### config.mk
export PLATFORM = sky130hd
export DESIGN_NAME = usb_ep0_standard_request_responder
export DESIGN_NICKNAME = d
export VERILOG_FILES = /design/src/sv/ep0_pkg.sv /design/src/sv/usb_ep0_standard_request_responder.sv /design/src/sv/ep0_decode.sv /design/src/sv/ep0_job_fifo.sv /design/src/sv/ep0_chunker.sv
export SDC_FILE = /design/constraint.sdc
export NUM_CORES = 1
export LEC_CHECK = 0
export BUFFER_PORTS_ARGS = -buffer_cell sky130_fd_sc_hd__buf_2
export CAP_MARGIN = 10
export CORE_UTILIZATION = 57
export DETAILED_ROUTE_END_ITERATION = 7
export PLACE_DENSITY_LB_ADDON = 0.05
export SYNTH_ARGS = -nofsm -noshare
export SYNTH_HDL_FRONTEND = slang
export SYNTH_SLANG_ARGS = --single-unit
### constraint.sdc
create_clock -name clk -period 3.63 [get_ports clk]
set_input_delay 0.1815 -clock clk [delete_from_list [all_inputs] [get_ports clk]]
set_output_delay 0.1815 -clock clk [all_outputs]
set_load 0.005 [all_outputs]
### src/sv/ep0_pkg.sv
// ----------------------------------------------------------------------------
// ep0_pkg
// Shared types and codes for the control endpoint zero request responder.
// ----------------------------------------------------------------------------
package ep0_pkg;

  // result actions
  typedef enum logic [1:0] {
    ACT_STALL  = 2'd0,
    ACT_ACK    = 2'd1,
    ACT_INLINE = 2'd2,
    ACT_DESC   = 2'd3
  } action_t;

  // descriptor kinds as reported on the result
  typedef enum logic [1:0] {
    KIND_DEVICE = 2'd0,
    KIND_CONFIG = 2'd1,
    KIND_STRING = 2'd2
  } kind_t;

  // standard request codes
  localparam logic [7:0] REQ_GET_STATUS = 8'd0;
  localparam logic [7:0] REQ_SET_ADDRESS = 8'd5;
  localparam logic [7:0] REQ_GET_DESCRIPTOR = 8'd6;
  localparam logic [7:0] REQ_GET_CONFIGURATION = 8'd8;
  localparam logic [7:0] REQ_SET_CONFIGURATION = 8'd9;

  // request type fields
  localparam logic [7:0] RT_TYPE_MASK = 8'h60;
  localparam logic [7:0] RT_STATUS_DEVICE = 8'h80;
  localparam logic [7:0] RT_STATUS_INTERFACE = 8'h81;
  localparam logic [7:0] RT_STATUS_ENDPOINT = 8'h82;
  localparam logic [7:0] EP_IN3_ADDR = 8'h83;

  // descriptor types in the high value byte
  localparam logic [7:0] DESC_TYPE_DEVICE = 8'd1;
  localparam logic [7:0] DESC_TYPE_CONFIG = 8'd2;
  localparam logic [7:0] DESC_TYPE_STRING = 8'd3;

  // configuration register indexes
  localparam int CFG_INDEX_W = 3;
  localparam logic [CFG_INDEX_W-1:0] REG_DEVICE_LEN = 3'd0;
  localparam logic [CFG_INDEX_W-1:0] REG_CONFIG_LEN = 3'd1;
  localparam logic [CFG_INDEX_W-1:0] REG_STRING0_LEN = 3'd2;
  localparam logic [CFG_INDEX_W-1:0] REG_STRING1_LEN = 3'd3;
  localparam logic [CFG_INDEX_W-1:0] REG_STRING2_LEN = 3'd4;
  localparam logic [CFG_INDEX_W-1:0] REG_STRING3_LEN = 3'd5;

  localparam logic [7:0] DEVICE_LEN_RESET = 8'd18;
  localparam logic [7:0] CONFIG_LEN_RESET = 8'd9;
  localparam int STRING_REGS = 4;

  // chunk sequencing
  localparam logic [1:0] LAST_CHUNK_IDX = 2'd3;

  // one decoded request waiting for the back end
  typedef struct packed {
    action_t     action;
    logic [6:0]  byte_count;
    logic [7:0]  inline_byte0;
    kind_t       kind;
    logic [1:0]  string_select;
    logic        notify;
    logic [7:0]  remaining;
  } job_t;

  // one result word
  typedef struct packed {
    action_t     action;
    logic [6:0]  byte_count;
    logic [7:0]  inline_byte0;
    logic [7:0]  inline_byte1;
    kind_t       kind;
    logic [1:0]  string_select;
    logic [7:0]  chunk_offset;
    logic        ack_status;
    logic        host_mode_notify;
    logic        last;
  } result_t;

endpackage

### src/sv/usb_ep0_standard_request_responder.sv
// ----------------------------------------------------------------------------
// usb_ep0_standard_request_responder
// Answers standard requests on control endpoint zero, one setup word in,
// one to four result words out.
// ----------------------------------------------------------------------------
// Usage:
//   in_*   : one setup packet per word, valid/ready.
//   out_*  : result words, valid/ready; out_last marks the final word of a
//            request. Descriptor replies come as chunks naming kind, offset
//            and byte count; the data itself is fetched elsewhere.
//   cfg_*  : register writes (descriptor lengths), always ready; write only
//            while no request is in flight.
// Path: a setup word passes the job queue, the job register and the output
//   register. A request then gives one word per cycle, up to four, unless
//   out_ready is low. Throughput is set by the chunk sequencer emitting a
//   single word per cycle while out_ready is high; a two-entry job queue lets
//   the front keep taking setup words while the sequencer works.
// Reset: lengths return to 18 / 9 / 0, current configuration to zero,
//   queue and output register empty.
// Stall: out_ready low holds the output word; the sequencer and then the
//   queue fill up, and in_ready drops once the queue is full.
// ----------------------------------------------------------------------------
module usb_ep0_standard_request_responder #(
  parameter int PACKET_BYTES = 64,
  parameter int NUM_STRINGS  = 4
) (
  input  logic                            clk,
  input  logic                            rst_n,
  input  logic                            cfg_valid,
  output logic                            cfg_ready,
  input  logic [ep0_pkg::CFG_INDEX_W-1:0] cfg_index,
  input  logic [7:0]                      cfg_data,
  input  logic                            in_valid,
  output logic                            in_ready,
  input  logic [7:0]                      in_request_type,
  input  logic [7:0]                      in_request_code,
  input  logic [7:0]                      in_value_low,
  input  logic [7:0]                      in_value_high,
  input  logic [7:0]                      in_index_low,
  input  logic [15:0]                     in_request_length,
  output logic                            out_valid,
  input  logic                            out_ready,
  output logic [1:0]                      out_action,
  output logic [6:0]                      out_byte_count,
  output logic [7:0]                      out_inline_byte0,
  output logic [7:0]                      out_inline_byte1,
  output logic [1:0]                      out_descriptor_kind,
  output logic [1:0]                      out_string_select,
  output logic [7:0]                      out_chunk_offset,
  output logic                            out_ack_status,
  output logic                            out_host_mode_notify,
  output logic                            out_last
);
  import ep0_pkg::*;

  logic    q_full;
  logic    q_push;
  logic    q_pop;
  logic    q_not_empty;
  job_t    push_job;
  job_t    head_job;
  result_t out_word;

  assign cfg_ready = 1'b1;

  // front end
  ep0_decode #(
    .NUM_STRINGS(NUM_STRINGS)
  ) u_decode (
    .clk              (clk),
    .rst_n            (rst_n),
    .cfg_valid        (cfg_valid),
    .cfg_index        (cfg_index),
    .cfg_data         (cfg_data),
    .in_valid         (in_valid),
    .in_ready         (in_ready),
    .in_request_type  (in_request_type),
    .in_request_code  (in_request_code),
    .in_value_low     (in_value_low),
    .in_value_high    (in_value_high),
    .in_index_low     (in_index_low),
    .in_request_length(in_request_length),
    .q_full           (q_full),
    .q_push           (q_push),
    .q_job            (push_job)
  );

  // job queue
  ep0_job_fifo u_fifo (
    .clk      (clk),
    .rst_n    (rst_n),
    .push     (q_push),
    .push_job (push_job),
    .full     (q_full),
    .pop      (q_pop),
    .not_empty(q_not_empty),
    .head_job (head_job)
  );

  // back end
  ep0_chunker #(
    .PACKET_BYTES(PACKET_BYTES)
  ) u_chunker (
    .clk        (clk),
    .rst_n      (rst_n),
    .q_not_empty(q_not_empty),
    .q_job      (head_job),
    .q_pop      (q_pop),
    .out_valid  (out_valid),
    .out_ready  (out_ready),
    .out_word   (out_word)
  );

  // result word fields
  assign out_action           = out_word.action;
  assign out_byte_count       = out_word.byte_count;
  assign out_inline_byte0     = out_word.inline_byte0;
  assign out_inline_byte1     = out_word.inline_byte1;
  assign out_descriptor_kind  = out_word.kind;
  assign out_string_select    = out_word.string_select;
  assign out_chunk_offset     = out_word.chunk_offset;
  assign out_ack_status       = out_word.ack_status;
  assign out_host_mode_notify = out_word.host_mode_notify;
  assign out_last             = out_word.last;

endmodule

### src/sv/ep0_decode.sv
// ----------------------------------------------------------------------------
// ep0_decode
// Front end: accepts setup words, holds the configuration registers and the
// current configuration, and turns each request into a job for the queue.
// ----------------------------------------------------------------------------
module ep0_decode #(
  parameter int NUM_STRINGS = 4
) (
  input  logic                       clk,
  input  logic                       rst_n,
  input  logic                       cfg_valid,
  input  logic [ep0_pkg::CFG_INDEX_W-1:0] cfg_index,
  input  logic [7:0]                 cfg_data,
  input  logic                       in_valid,
  output logic                       in_ready,
  input  logic [7:0]                 in_request_type,
  input  logic [7:0]                 in_request_code,
  input  logic [7:0]                 in_value_low,
  input  logic [7:0]                 in_value_high,
  input  logic [7:0]                 in_index_low,
  input  logic [15:0]                in_request_length,
  input  logic                       q_full,
  output logic                       q_push,
  output ep0_pkg::job_t              q_job
);
  import ep0_pkg::*;

  logic [7:0] dev_len_r;
  logic [7:0] cfg_len_r;
  logic [7:0] str_len_r [STRING_REGS];
  logic [7:0] cur_config_r;

  logic [7:0] desc_len;
  logic       desc_ok;
  job_t       job;

  assign in_ready = !q_full;
  assign q_push   = in_valid && !q_full;
  assign q_job    = job;

  // configuration registers
  always_ff @(posedge clk) begin
    if (!rst_n) begin
      dev_len_r <= DEVICE_LEN_RESET;
      cfg_len_r <= CONFIG_LEN_RESET;
      for (int i = 0; i < STRING_REGS; i++) str_len_r[i] <= 8'd0;
    end else if (cfg_valid) begin
      case (cfg_index)
        REG_DEVICE_LEN:  dev_len_r    <= cfg_data;
        REG_CONFIG_LEN:  cfg_len_r    <= cfg_data;
        REG_STRING0_LEN: str_len_r[0] <= cfg_data;
        REG_STRING1_LEN: str_len_r[1] <= cfg_data;
        REG_STRING2_LEN: str_len_r[2] <= cfg_data;
        REG_STRING3_LEN: str_len_r[3] <= cfg_data;
        default: ;
      endcase
    end
  end

  // current configuration, updated in request order
  always_ff @(posedge clk) begin
    if (!rst_n) begin
      cur_config_r <= 8'd0;
    end else if (q_push && (in_request_type & RT_TYPE_MASK) == 8'd0 &&
                 in_request_code == REQ_SET_CONFIGURATION) begin
      cur_config_r <= in_value_low;
    end
  end

  // descriptor length lookup
  always_comb begin
    desc_len = 8'd0;
    desc_ok  = 1'b1;
    case (in_value_high)
      DESC_TYPE_DEVICE: desc_len = dev_len_r;
      DESC_TYPE_CONFIG: desc_len = cfg_len_r;
      DESC_TYPE_STRING: begin
        desc_ok  = in_value_low < 8'(NUM_STRINGS);
        desc_len = str_len_r[in_value_low[1:0]];
      end
      default: desc_ok = 1'b0;
    endcase
  end

  // request classification
  always_comb begin
    job        = '0;
    job.action = ACT_STALL;
    if ((in_request_type & RT_TYPE_MASK) == 8'd0) begin
      case (in_request_code)
        REQ_GET_DESCRIPTOR: begin
          if (desc_ok) begin
            job.action    = ACT_DESC;
            job.remaining = (in_request_length < {8'h00, desc_len}) ?
                            in_request_length[7:0] : desc_len;
            case (in_value_high)
              DESC_TYPE_DEVICE: job.kind = KIND_DEVICE;
              DESC_TYPE_CONFIG: begin
                job.kind   = KIND_CONFIG;
                job.notify = 1'b1;
              end
              default: begin
                job.kind          = KIND_STRING;
                job.string_select = in_value_low[1:0];
              end
            endcase
          end
        end
        REQ_GET_STATUS: begin
          if (in_request_type == RT_STATUS_DEVICE) begin
            job.action       = ACT_INLINE;
            job.byte_count   = 7'd2;
            job.inline_byte0 = 8'd1;
          end else if (in_request_type == RT_STATUS_INTERFACE ||
                       (in_request_type == RT_STATUS_ENDPOINT &&
                        in_index_low == EP_IN3_ADDR)) begin
            job.action     = ACT_INLINE;
            job.byte_count = 7'd2;
          end
        end
        REQ_GET_CONFIGURATION: begin
          job.action       = ACT_INLINE;
          job.byte_count   = 7'd1;
          job.inline_byte0 = cur_config_r;
        end
        REQ_SET_CONFIGURATION, REQ_SET_ADDRESS: job.action = ACT_ACK;
        default: ;
      endcase
    end
  end

endmodule

### src/sv/ep0_job_fifo.sv
// ----------------------------------------------------------------------------
// ep0_job_fifo
// Two-entry queue of decoded jobs between the front and back ends.
// ----------------------------------------------------------------------------
module ep0_job_fifo (
  input  logic           clk,
  input  logic           rst_n,
  input  logic           push,
  input  ep0_pkg::job_t  push_job,
  output logic           full,
  input  logic           pop,
  output logic           not_empty,
  output ep0_pkg::job_t  head_job
);
  import ep0_pkg::*;

  job_t       entry_r [2];
  logic       wr_ptr_r;
  logic       rd_ptr_r;
  logic [1:0] count_r;

  assign full      = count_r == 2'd2;
  assign not_empty = count_r != 2'd0;
  assign head_job  = entry_r[rd_ptr_r];

  // entry storage
  always_ff @(posedge clk) begin
    if (push) entry_r[wr_ptr_r] <= push_job;
  end

  // pointers and fill count
  always_ff @(posedge clk) begin
    if (!rst_n) begin
      wr_ptr_r <= 1'b0;
      rd_ptr_r <= 1'b0;
      count_r  <= 2'd0;
    end else begin
      if (push) wr_ptr_r <= !wr_ptr_r;
      if (pop)  rd_ptr_r <= !rd_ptr_r;
      case ({push, pop})
        2'b10:   count_r <= count_r + 2'd1;
        2'b01:   count_r <= count_r - 2'd1;
        default: ;
      endcase
    end
  end

endmodule

### src/sv/ep0_chunker.sv
// ----------------------------------------------------------------------------
// ep0_chunker
// Back end: takes one job at a time and emits its result words, splitting a
// descriptor reply into packet-sized chunks, into an output register.
// ----------------------------------------------------------------------------
module ep0_chunker #(
  parameter int PACKET_BYTES = 64
) (
  input  logic              clk,
  input  logic              rst_n,
  input  logic              q_not_empty,
  input  ep0_pkg::job_t     q_job,
  output logic              q_pop,
  output logic              out_valid,
  input  logic              out_ready,
  output ep0_pkg::result_t  out_word
);
  import ep0_pkg::*;

  localparam logic [7:0] PKT8 = 8'(PACKET_BYTES);
  localparam logic [6:0] PKT7 = 7'(PACKET_BYTES);

  job_t       job_r;
  logic       busy_r;
  logic [7:0] rem_r;
  logic [7:0] off_r;
  logic [1:0] n_r;
  logic       out_valid_r;
  result_t    out_r;

  logic       is_desc;
  logic       fits;
  logic [6:0] chunk;
  result_t    res;
  logic       emit;
  logic       done;

  // current result word
  always_comb begin
    is_desc = job_r.action == ACT_DESC;
    fits    = rem_r <= PKT8;
    chunk   = fits ? rem_r[6:0] : PKT7;
    res                  = '0;
    res.action           = job_r.action;
    res.inline_byte0     = job_r.inline_byte0;
    res.kind             = job_r.kind;
    res.string_select    = job_r.string_select;
    res.host_mode_notify = job_r.notify && n_r == 2'd0;
    if (is_desc) begin
      res.byte_count   = chunk;
      res.chunk_offset = off_r;
      res.ack_status   = rem_r < PKT8;
      res.last         = fits || n_r == LAST_CHUNK_IDX;
    end else begin
      res.byte_count = job_r.byte_count;
      res.ack_status = job_r.action != ACT_STALL;
      res.last       = 1'b1;
    end
  end

  assign emit      = busy_r && (!out_valid_r || out_ready);
  assign done      = emit && res.last;
  assign q_pop     = q_not_empty && (!busy_r || done);
  assign out_valid = out_valid_r;
  assign out_word  = out_r;

  // job sequencing
  always_ff @(posedge clk) begin
    if (!rst_n) begin
      busy_r <= 1'b0;
    end else if (q_pop) begin
      busy_r <= 1'b1;
    end else if (done) begin
      busy_r <= 1'b0;
    end
  end

  always_ff @(posedge clk) begin
    if (q_pop) begin
      job_r <= q_job;
      rem_r <= q_job.remaining;
      off_r <= 8'd0;
      n_r   <= 2'd0;
    end else if (emit) begin
      rem_r <= rem_r - {1'b0, chunk};
      off_r <= off_r + {1'b0, chunk};
      n_r   <= n_r + 2'd1;
    end
  end

  // output register
  always_ff @(posedge clk) begin
    if (!rst_n) begin
      out_valid_r <= 1'b0;
    end else if (emit) begin
      out_valid_r <= 1'b1;
    end else if (out_ready) begin
      out_valid_r <= 1'b0;
    end
  end

  always_ff @(posedge clk) begin
    if (emit) out_r <= res;
  end

endmodule

==> impl_metrics.yaml, run 1 <==
run_status:
  status: "finished clean"
pwr:
  p_sw_mw: 1.822
  finalPower_mw: 6.056
  p_int_mw: 4.234
  power_frac_seq_pct: 49.5
  power.density_nw_per_um2: 644.7
  ir_drop_v: 0.0002622
  leakage_nw: 3.573
  swShare_pct: 30.09
  pwr-share-comb_pct: 21.1
  p_clk_share_pct: 29.5
timing:
  fmax_ghz: 0.3234
  hold_viol_final: 0
  rsz0062_at_grt: "no"
  finClkSkew_ps: 8.879
  post-route-min-period_ps: 3092
  setup_slack_ps: 537.5
  min_period_over_period_pct: 85.19
  setup_viol: 0
  final_max_slew_viol_count: 0
  hold_ws_ps: 25.16
  tightest_slew_ps: 951.4
  max-slew-margin-rel_pct: 36.08
  tns_ps: 0
flow_run:
  maxCapViolCount: 0
yosys:
  yosys.area.top_type: "edfxtp_1"
  yosys-top-cells-area: "edfxtp_1, dfxtp_1, and2_1"
  synth_xor_area_share_pct: 1.079
  seq_area_frac_synth_pct: 61.56
  syn-cell-area_um2: 8114
  synth-compound-area-share_pct: 7.602
  synth_edf_count: 139
  synth_top_family_by_area: "simple AND/OR/NAND/NOR gates"
  dominantRegCellSynth: "edfxtp_1"
  synthAdderAreaFrac_pct: 3.022
  yosysUniqueCellTypes: 64
  ys_warn_count: 0
  synth_cells: 641
  synthMuxAreaShare_pct: 7.386
  synthArstFlopShare_pct: 0
  synth_top_area_share_pct: 51.44
  synth-seq-cells: 180
  synth.avg_cell_area_um2: 12.66
  synthSimpleGateAreaFrac_pct: 16.41
clocking:
  cts-hold-fix-buffers: 0
  cts_buffer_depth: 2
  cts-buffers-inserted: 17
  cts_setup_buffers: 0
  cts.htree.levels: 4
  clk_pin_slew_ps: 70
  cts_tree: "yes"
  clk_latency_ps: 430
  cts_resized: 0
  cts-root-buf: "clkbuf_16"
  cts_sinks: 180
placed_design:
  gp_congestion: 0.8652
  dp_cells: 916
  port_buffers: 105
  place_hpwl_mm: 10.85
  place_ws_ps: 335.4
hold_path:
  hp-class: "in2reg"
  hold_start: "in_value_low[2]"
  min_to: "u_decode.cur_config_r[2]"
  whs_path_depth: 3
drt:
  finalWirelength_mm: 15.19
  dr.pass1.iters: 5
  drt_iter0_drc: 373
  routed_via_density: 5.424
  vias: 5142
  ant_nets: 0
  wl_per_cell_um: 16.02
  route.detailed.drc: 0
setup_path:
  r2r_cells: 11
  r2r_slack_ps: 540
  endpoint_kind: "flip-flop"
  r2r-start: "u_decode.str_len_r[3][3]"
  cp.arrival_ps: 3280
  crit_slowest_cell: "a221oi_4"
  crit_cells: 11
  required_ps: 3820
  reg2reg_to: "u_fifo.entry_r[1][7]"
  critical_path.cell_chain: "mux4_2 -> nand2_1 -> o211ai_1 -> nand2_1 -> ha_1 -> a211o_1 -> nor2_1 -> o211ai_2 -> a221oi_4 -> mux2i_1 -> and2_1"
  start_kind: "flip-flop"
  critPathKind: "reg2reg"
  worst_path_largest_cell_delay_ps: 590
  cpLargestDelayFamily: "compound AO/OA/AOI/OAI gates"
  critPathBufInv: 0
  path_max_fanout: 12
  path_common_cell: "nand2_1"
global_route:
  first_global_vias: 4863
  grt_max_degree: 40
  grt_pass1_wl_mm: 24.25
  antenna_found_initial: 0
  overflow: 0
  grt.total_usage_pct: 21.99
floorplan:
  placementRows: 43
  die_height_um: 121.3
  coreArea_um2: 13880
  start_util_pct: 58.46
  die_x_um: 121.3
  die_area_um2: 14720
  ios: 115
finish:
  drive_gt1_share_pct: 24.09
  n_antenna_cell: 0
  final_common_cell: "edfxtp_1"
  stdcell_count: 948
  fillCellCount: 1038
  layout_common_cells: "edfxtp_1, buf_2, nand2_1, and2_1, dfxtp_1"
  synthToLayoutAreaGrowth_pct: 15.77
  layout.nets: 846
-- synthesized netlist by cell type, drive strengths merged (8+ instances only) --
| cell type | instances |
|---|---|
| nand2 | 86 |
| and3 | 10 |
| ha | 18 |
| nand3 | 13 |
| edfxtp | 139 |
| and2 | 61 |
| mux2i | 22 |
| nor2 | 33 |
| clkbuf | 10 |
| inv | 15 |
| buf | 19 |
| dfxtp | 41 |
| nor2b | 16 |
| nor3 | 10 |
| mux2 | 18 |
| a21oi | 12 |
| o211ai | 8 |
| o21ai | 21 |
| a21boi | 14 |
-- flip-flops by register name, indices dropped and copies added, names as in the netlist, named ones only --
signal / count
u_chunker.busy_r: 1
u_chunker.job_r: 17
u_chunker.n_r: 2
u_chunker.off_r: 8
u_chunker.out_valid: 1
u_chunker.out_word: 32
u_chunker.rem_r: 8
u_decode.cfg_len_r: 8
u_decode.cur_config_r: 8
u_decode.dev_len_r: 8
u_decode.str_len_r: 32
u_fifo.count_r: 2
u_fifo.entry_r: 50
u_fifo.rd_ptr_r: 1
u_fifo.wr_ptr_r: 1
-- through the flow --
step | cell area [um^2] | utilization (%)
6_report | 9394 | 67.68
5_1_grt | 9394 | 67.68
3_3_place_gp | 8805 | 63.43
3_5_place_dp | 8805 | 63.43
4_1_cts | 9394 | 67.68
2_1_floorplan | 8144 | -
-- cell type report --
class	instances	area, um^2	area share (%)
sequential	180	4995	53.17
multi-input combinational	425	2920	31.09
timing repair buffer	116	608.1	6.473
clock buffer	17	425.4	4.529
tap	180	225.2	2.397
clock inverter	15	163.9	1.745
inverter	15	56.30	0.5994
-- worst max-delay path by stage --
stage | endpoint | slack (ps) | from
after floorplan | u_fifo.entry_r[0][0] | 800 | in_value_low[0]
after global placement | u_fifo.entry_r[1][3] | 400 | in_value_low[0]
after detailed placement | u_fifo.entry_r[1][7] | 340 | in_value_low[0]
after CTS | u_fifo.entry_r[0][7] | 520 | u_decode.str_len_r[2][3]
after global routing | u_fifo.entry_r[0][7] | 300 | u_decode.str_len_r[3][3]
final | u_fifo.entry_r[1][7] | 540 | u_decode.str_len_r[3][3]
-- worst reg2reg max path, cell delays in order, from the launching register on --
cell and delay, ps:
edfxtp_1 360, mux4_2 480, nand2_1 80, o211ai_1 90
nand2_1 110, ha_1 250, a211o_1 320, nor2_1 120
o211ai_2 120, a221oi_4 590, mux2i_1 150, and2_1 190
-- cell families after synthesis --
logic type                 after synthesis
and+or+nand+nor                        254
DFF                                    180
AOI/OAI and AO/OA                       85
muxes                                   47
buffers and inverters                   44
adders and majority gates               19
xor gates and xnor gates                10
other                                    2
-- metal layers --
layer,wire (um),vias to the layer above,GRT usage [%]
met5,0,-,0
met2,7154,177,35.44
met3,857,18,4.041
li1,-,2543,-
met1,6924,2404,29.57
met4,250,0,8.410
-- power groups by stage --
| stage | combinational, mW | clock [mW] | sequential (mW) |
|---|---|---|---|
| 4_1_cts | 1.29 | 1.81 | 3.00 |
| 3_3_place_gp | 1.25 | 0 | 3.02 |
| 5_1_grt | 1.43 | 1.88 | 3.04 |
| 6_report | 1.28 | 1.78 | 3.00 |
| 2_1_floorplan | 0.908 | 0 | 2.98 |
| 3_5_place_dp | 1.27 | 0 | 3.04 |
Power figures use the tool's default switching activity.
==> run 2: changes to the inputs <==
--- a/config.mk
+++ b/config.mk
@@ -7,9 +7,10 @@
 export LEC_CHECK = 0
 export BUFFER_PORTS_ARGS = -buffer_cell sky130_fd_sc_hd__buf_2
 export CAP_MARGIN = 10
-export CORE_UTILIZATION = 57
+export CORE_UTILIZATION = 63
 export DETAILED_ROUTE_END_ITERATION = 7
 export PLACE_DENSITY_LB_ADDON = 0.05
 export SYNTH_ARGS = -nofsm -noshare
 export SYNTH_HDL_FRONTEND = slang
+export SYNTH_HIERARCHICAL = 1
 export SYNTH_SLANG_ARGS = --single-unit
==> constraint.sdc (replaced) <==
create_clock -name clk -period 3.8 [get_ports clk]
set_input_delay 0.76 -clock clk [delete_from_list [all_inputs] [get_ports clk]]
set_output_delay 0.76 -clock clk [all_outputs]
set_load 0.005 [all_outputs]
==> run 2 against run 1 <==
Compared with the run above: wire length is 14% higher; die area is 1.4% lower; clock power is 7% lower; clock skew is 1.3 ps lower; highest routed layer unchanged.
==> impl_metrics.yaml, run 2 <==
run_status:
  status: "finished clean"
finish:
  largest_reg_flops: 60
  n_antenna_cell: 0
  drive_gt1_share_pct: 27.96
  fillCellCount: 913
  synthToLayoutAreaGrowth_pct: 13.65
  largest_register: "u_fifo/entry_r"
  final_common_cell: "edfxtp_1"
  layout.nets: 890
  layout_common_cells: "edfxtp_1, buf_2, nand2_1, and2_1, mux2_2"
global_route:
  grt.total_usage_pct: 25.51
  first_global_vias: 5640
  grt_pass1_wl_mm: 27.92
  grt_max_degree: 38
  overflow: 0
  antenna_found_initial: 0
hold_path:
  hp-class: "reg2reg"
timing:
  final_max_slew_viol_count: 0
  min_period_over_period_pct: 93.68
  tightest_slew_ps: 1023
  max-slew-margin-rel_pct: 31.30
  post-route-min-period_ps: 3560
  setup_slack_ps: 240.1
  finClkSkew_ps: 7.532
  hold_viol_final: 0
  fmax_ghz: 0.2809
  setup_viol: 0
yosys:
  synth_top_area_share_pct: 52.34
  dominantRegCellSynth: "edfxtp_1"
  ys_warn_count: 6
  yosys-top-cells-count: "edfxtp_1, nand2_1, and2_1"
  syn-cell-area_um2: 8836
  yosys.area.top_type: "edfxtp_1"
  seq_area_frac_synth_pct: 61.63
  synthArstFlopShare_pct: 0
  yosysMostFrequentCell: "edfxtp_1"
  synth_cells: 684
  synth.avg_cell_area_um2: 12.92
  yosysUniqueCellTypes: 64
  synth-seq-cells: 195
  yosys-top-cells-area: "edfxtp_1, dfxtp_1, mux2_2"
  synth_edf_count: 154
drt:
  ant_nets: 0
  dr.pass1.iters: 5
  route.detailed.drc: 0
  vias: 5637
  routed_via_density: 5.705
  wl_per_cell_um: 17.49
  finalWirelength_mm: 17.28
  drt_iter0_drc: 523
floorplan:
  die_area_um2: 14500
  ios: 115
  die_height_um: 120.4
  die_x_um: 120.4
  coreArea_um2: 13450
  start_util_pct: 65.68
  placementRows: 42
clocking:
  cts.htree.levels: 4
  cts_buffer_depth: 2
  cts-hold-fix-buffers: 0
  clk_pin_slew_ps: 70
  clk_latency_ps: 420
  cts-root-buf: "clkbuf_16"
  cts-buffers-inserted: 17
  cts_tree: "yes"
  cts_sinks: 195
setup_path:
  endpoint_kind: "flip-flop"
  required_ps: 4050
  start_kind: "primary input"
  cp.arrival_ps: 3810
  critPathKind: "in2reg"
  r2r_slack_ps: 480
  path_max_fanout: 13
placed_design:
  place_ws_ps: -215.2
  place_hpwl_mm: 12.46
  port_buffers: 105
  gp_congestion: 0.8775
pwr:
  ir_drop_v: 0.0004362
  leakage_nw: 3.865
  finalPower_mw: 6.404
  power.density_nw_per_um2: 637.7
flow_run:
  maxCapViolCount: 0
run 2: cell types whose count changed in the layout (fill, tap and decap cells not counted), moves of 11 or more:
cell,previous run,this run
a21oi_1,12,23
mux2i_1,22,10
nor2_1,31,19
mux2_2,18,43
edfxtp_1,139,154
run 2: path summary, 6_finish.rpt:
kind                             from                      to  depth (start not counted)
min reg2reg       u_chunker/job_r[11]  u_chunker/out_word[13]                          0
min               u_chunker/job_r[11]  u_chunker/out_word[13]                          0
max                   in_value_low[0]    u_fifo/entry_r[1][4]                         12
max reg2reg  u_decode/str_len_r[0][5]    u_fifo/entry_r[1][4]                         11
run 2: layout make-up:
class / instances / area (um^2) / area share (%)
clock buffer: 22 / 464.2 / 4.622
tap: 176 / 220.2 / 2.193
clock inverter: 10 / 85.08 / 0.8472
sequential: 195 / 5445 / 54.22
timing repair buffer: 123 / 670.6 / 6.678
inverter: 19 / 71.32 / 0.7102
multi-input combinational: 443 / 3085 / 30.73
run 2: cell families after synthesis:
family	after synthesis	share of synthesized area (%)
mux	60	8.397
xor+xnor	10	0.9912
flops	195	61.63
compound gates	92	6.967
buf+inv	57	3.993
simple gates	247	15.08
other cells	4	0.1699
fa+ha+maj	19	2.775
run 2: layer usage:
metal	vias to the layer above	global-route usage [%]	routed length, um
met4	0	8.796	293
met3	23	5.283	1025
li1	2684	-	-
met1	2725	33.40	7515
met2	205	42.53	8446
met5	-	0	0
run 2: timing repair:
action	CTS	global route
setup buffers	0	0
setup endpoints to repair	0	6
gates resized for setup	0	1
run 2: worst max-delay path, stage by stage:
cell and delay (ps):
buf_2 250, mux4_2 530, mux2_2 270, a22o_1 200, nand2_1 80, ha_1 230, a211oi_1 250, nor2_1 100
nor4_1 390, a21oi_2 230, or2_2 320, a21oi_1 180
run 2: metrics by stage:
stage                     std cells  utilization, %  cell area (um^2)  hold WS (ps)  TNS (ps)
after floorplan                 695               -              8877         400.3         0
after global placement          955           70.50              9484         401.1    -549.1
after detailed placement        955           70.50              9484         405.6     -2204
after CTS                       987           74.58             10030         415.8         0
after global routing            988           74.65             10040         421.9    -61.26
final                           988           74.65             10040         413.8         0
run 2: power breakdown:
group / total (mW) / leakage (nW) / internal (mW) / switching [mW]
Clock: 1.66 / 0.265 / 0.932 / 0.732
Combinational: 1.57 / 1.78 / 0.625 / 0.943
Sequential: 3.17 / 1.82 / 2.94 / 0.231
Total: 6.40 / 3.86 / 4.50 / 1.91
==> run 3: changes to the inputs <==
--- a/config.mk
+++ b/config.mk
@@ -5,10 +5,10 @@
 export SDC_FILE = /design/constraint.sdc
 export NUM_CORES = 1
 export LEC_CHECK = 0
-export BUFFER_PORTS_ARGS = -buffer_cell sky130_fd_sc_hd__buf_2
 export CAP_MARGIN = 10
-export CORE_UTILIZATION = 63
+export CORE_UTILIZATION = 69
 export DETAILED_ROUTE_END_ITERATION = 7
+export DONT_BUFFER_PORTS = 1
 export PLACE_DENSITY_LB_ADDON = 0.05
 export SYNTH_ARGS = -nofsm -noshare
 export SYNTH_HDL_FRONTEND = slang
==> run 3 against run 2 <==
Compared with the run above: count of clock-buffer cells in the layout grew 2; final area is 5.3% lower; clock power grew 11%; flip-flop and latch count unchanged; highest routed layer unchanged.
==> impl_metrics.yaml, run 3 (synthesis results as in run 2) <==
run_status:
  status: "finished clean"
finish:
  stdcell_count: 868
  largest_reg_flops: 60
  final_cell_area_um2: 9508
  drive_gt1_share_pct: 16.43
  layout.nets: 778
  layout_common_cells: "edfxtp_1, nand2_1, and2_1, mux2_2, dfxtp_1"
  final_common_cell: "edfxtp_1"
  n_antenna_cell: 0
  largest_register: "u_fifo/entry_r"
  synthToLayoutAreaGrowth_pct: 7.604
timing:
  post-route-min-period_ps: 3375
  hold_ws_ps: 420.4
  max-slew-margin-rel_pct: 26.07
  finClkSkew_ps: 7.347
  setup_viol: 0
  rsz0062_at_grt: "no"
  hold_viol_final: 0
  min_period_over_period_pct: 88.81
  final_max_slew_viol_count: 0
  fmax_ghz: 0.2963
  tns_ps: 0
  tightest_slew_ps: 1100
flow_run:
  maxCapViolCount: 0
global_route:
  grt.busiest_layer: "met2"
  overflow: 0
  first_global_vias: 5290
  grt.total_usage_pct: 27.48
  grt_pass1_wl_mm: 26.72
  grt_max_degree: 38
  antenna_found_initial: 0
  grtUsageMet2_pct: 46.91
  grtUsageMet1_pct: 33.83
  grtUsageMet3_pct: 6.537
drt:
  routed_via_density: 6.142
  finalWirelength_mm: 17.11
  route.detailed.drc: 0
  drt_iter0_drc: 366
  ant_nets: 0
  wl_per_cell_um: 19.71
  dr.pass1.iters: 5
  vias: 5331
clocking:
  clk_pin_slew_ps: 70
  cts.htree.levels: 4
  cts_sinks: 195
  cts-root-buf: "clkbuf_16"
  cts-buffers-inserted: 17
  cts_buffer_depth: 2
  cts_setup_buffers: 0
  cts_tree: "yes"
  cts_resized: 0
  cts-hold-fix-buffers: 0
  clk_latency_ps: 430
setup_path:
  start_kind: "flip-flop"
  r2r_slack_ps: 430
  path_max_fanout: 15
  worst_path_largest_cell_delay_ps: 480
  critical_path.cell_chain: "mux4_2 -> mux2_2 -> a22o_1 -> nand2_1 -> ha_1 -> a211oi_1 -> nor2_1 -> nor4_1 -> a21oi_1 -> or2_2 -> a21oi_1"
  endpoint_kind: "flip-flop"
  crit_slowest_cell: "mux4_2"
  critPathKind: "reg2reg"
  cp.arrival_ps: 3630
  required_ps: 4060
  path_common_cell: "a21oi_1"
  r2r_cells: 11
floorplan:
  die_area_um2: 13260
  ios: 115
  coreArea_um2: 12260
  start_util_pct: 72.06
  die_x_um: 115.2
  die_height_um: 115.2
  placementRows: 40
placed_design:
  port_buffers: 0
  dp_cells: 836
  dpl_cell_area_um2: 8891
  place_hpwl_mm: 11.60
  gp_congestion: 0.8956
pwr:
  leakage_nw: 3.444
  p_clk_share_pct: 28.7
  swShare_pct: 28.99
  p_int_mw: 4.583
  power_frac_seq_pct: 49.5
  ir_drop_v: 0.0006093
  power.density_nw_per_um2: 678.9
  pwr-share-comb_pct: 21.8
  p_sw_mw: 1.871
hold_path:
  hp-class: "reg2reg"
  whs_path_depth: 0
==> run 3: power by group through the flow <==
| stage | clock (mW) | combinational (mW) | sequential, mW |
|---|---|---|---|
| 6_report | 1.85 | 1.41 | 3.20 |
| 2_1_floorplan | 0 | 1.15 | 3.13 |
| 4_1_cts | 1.86 | 1.41 | 3.20 |
| 5_1_grt | 1.94 | 1.55 | 3.24 |
| 3_3_place_gp | 0 | 1.33 | 3.21 |
| 3_5_place_dp | 0 | 1.38 | 3.24 |
==> run 3: worst paths after layout <==
check                                start                      to
hold reg to reg        u_chunker/job_r[18]  u_chunker/out_word[28]
setup reg to reg  u_decode/str_len_r[3][5]    u_fifo/entry_r[1][1]
hold / removal         u_chunker/job_r[18]  u_chunker/out_word[28]
setup / recovery  u_decode/str_len_r[3][5]    u_fifo/entry_r[1][1]
==> run 3: routing by layer <==
metal / part of all wire, % / vias to the layer above
met5: 0 / -
met4: 1.6 / 0
met3: 6.6 / 18
met2: 50 / 219
met1: 41 / 2629
li1: - / 2465
==> run 3: layout make-up <==
class / count / area [um^2]
clock inverters: 8 / 123.9
flip-flops and latches: 195 / 5445
well taps: 168 / 210.2
repair buffers: 11 / 82.58
inverters: 19 / 71.32
clock buffers: 24 / 493.0
multi-input cells: 443 / 3082
fillers: 748 / 2754
==> run 3: per-stage QoR <==
stage               worst slack [ps]  utilization, %  power (mW)
CTS                            462.9           77.54       6.468
floorplan                      236.8               -       4.274
global placement               223.2           72.51       4.538
global route                   224.6           77.54       6.732
finish                         425.4           77.54       6.455
detailed placement             78.37           72.51       4.621
==> run 3: worst max-delay path: cells and delay by family, from the launching register on <==
kind,cells,cell delay (ps)
AND/OR/NAND/NOR,4,820
multiplexers,2,760
AO/OA/AOI/OAI,4,1010
adder cells (fa/ha/maj),1,230
flip-flops,1,380
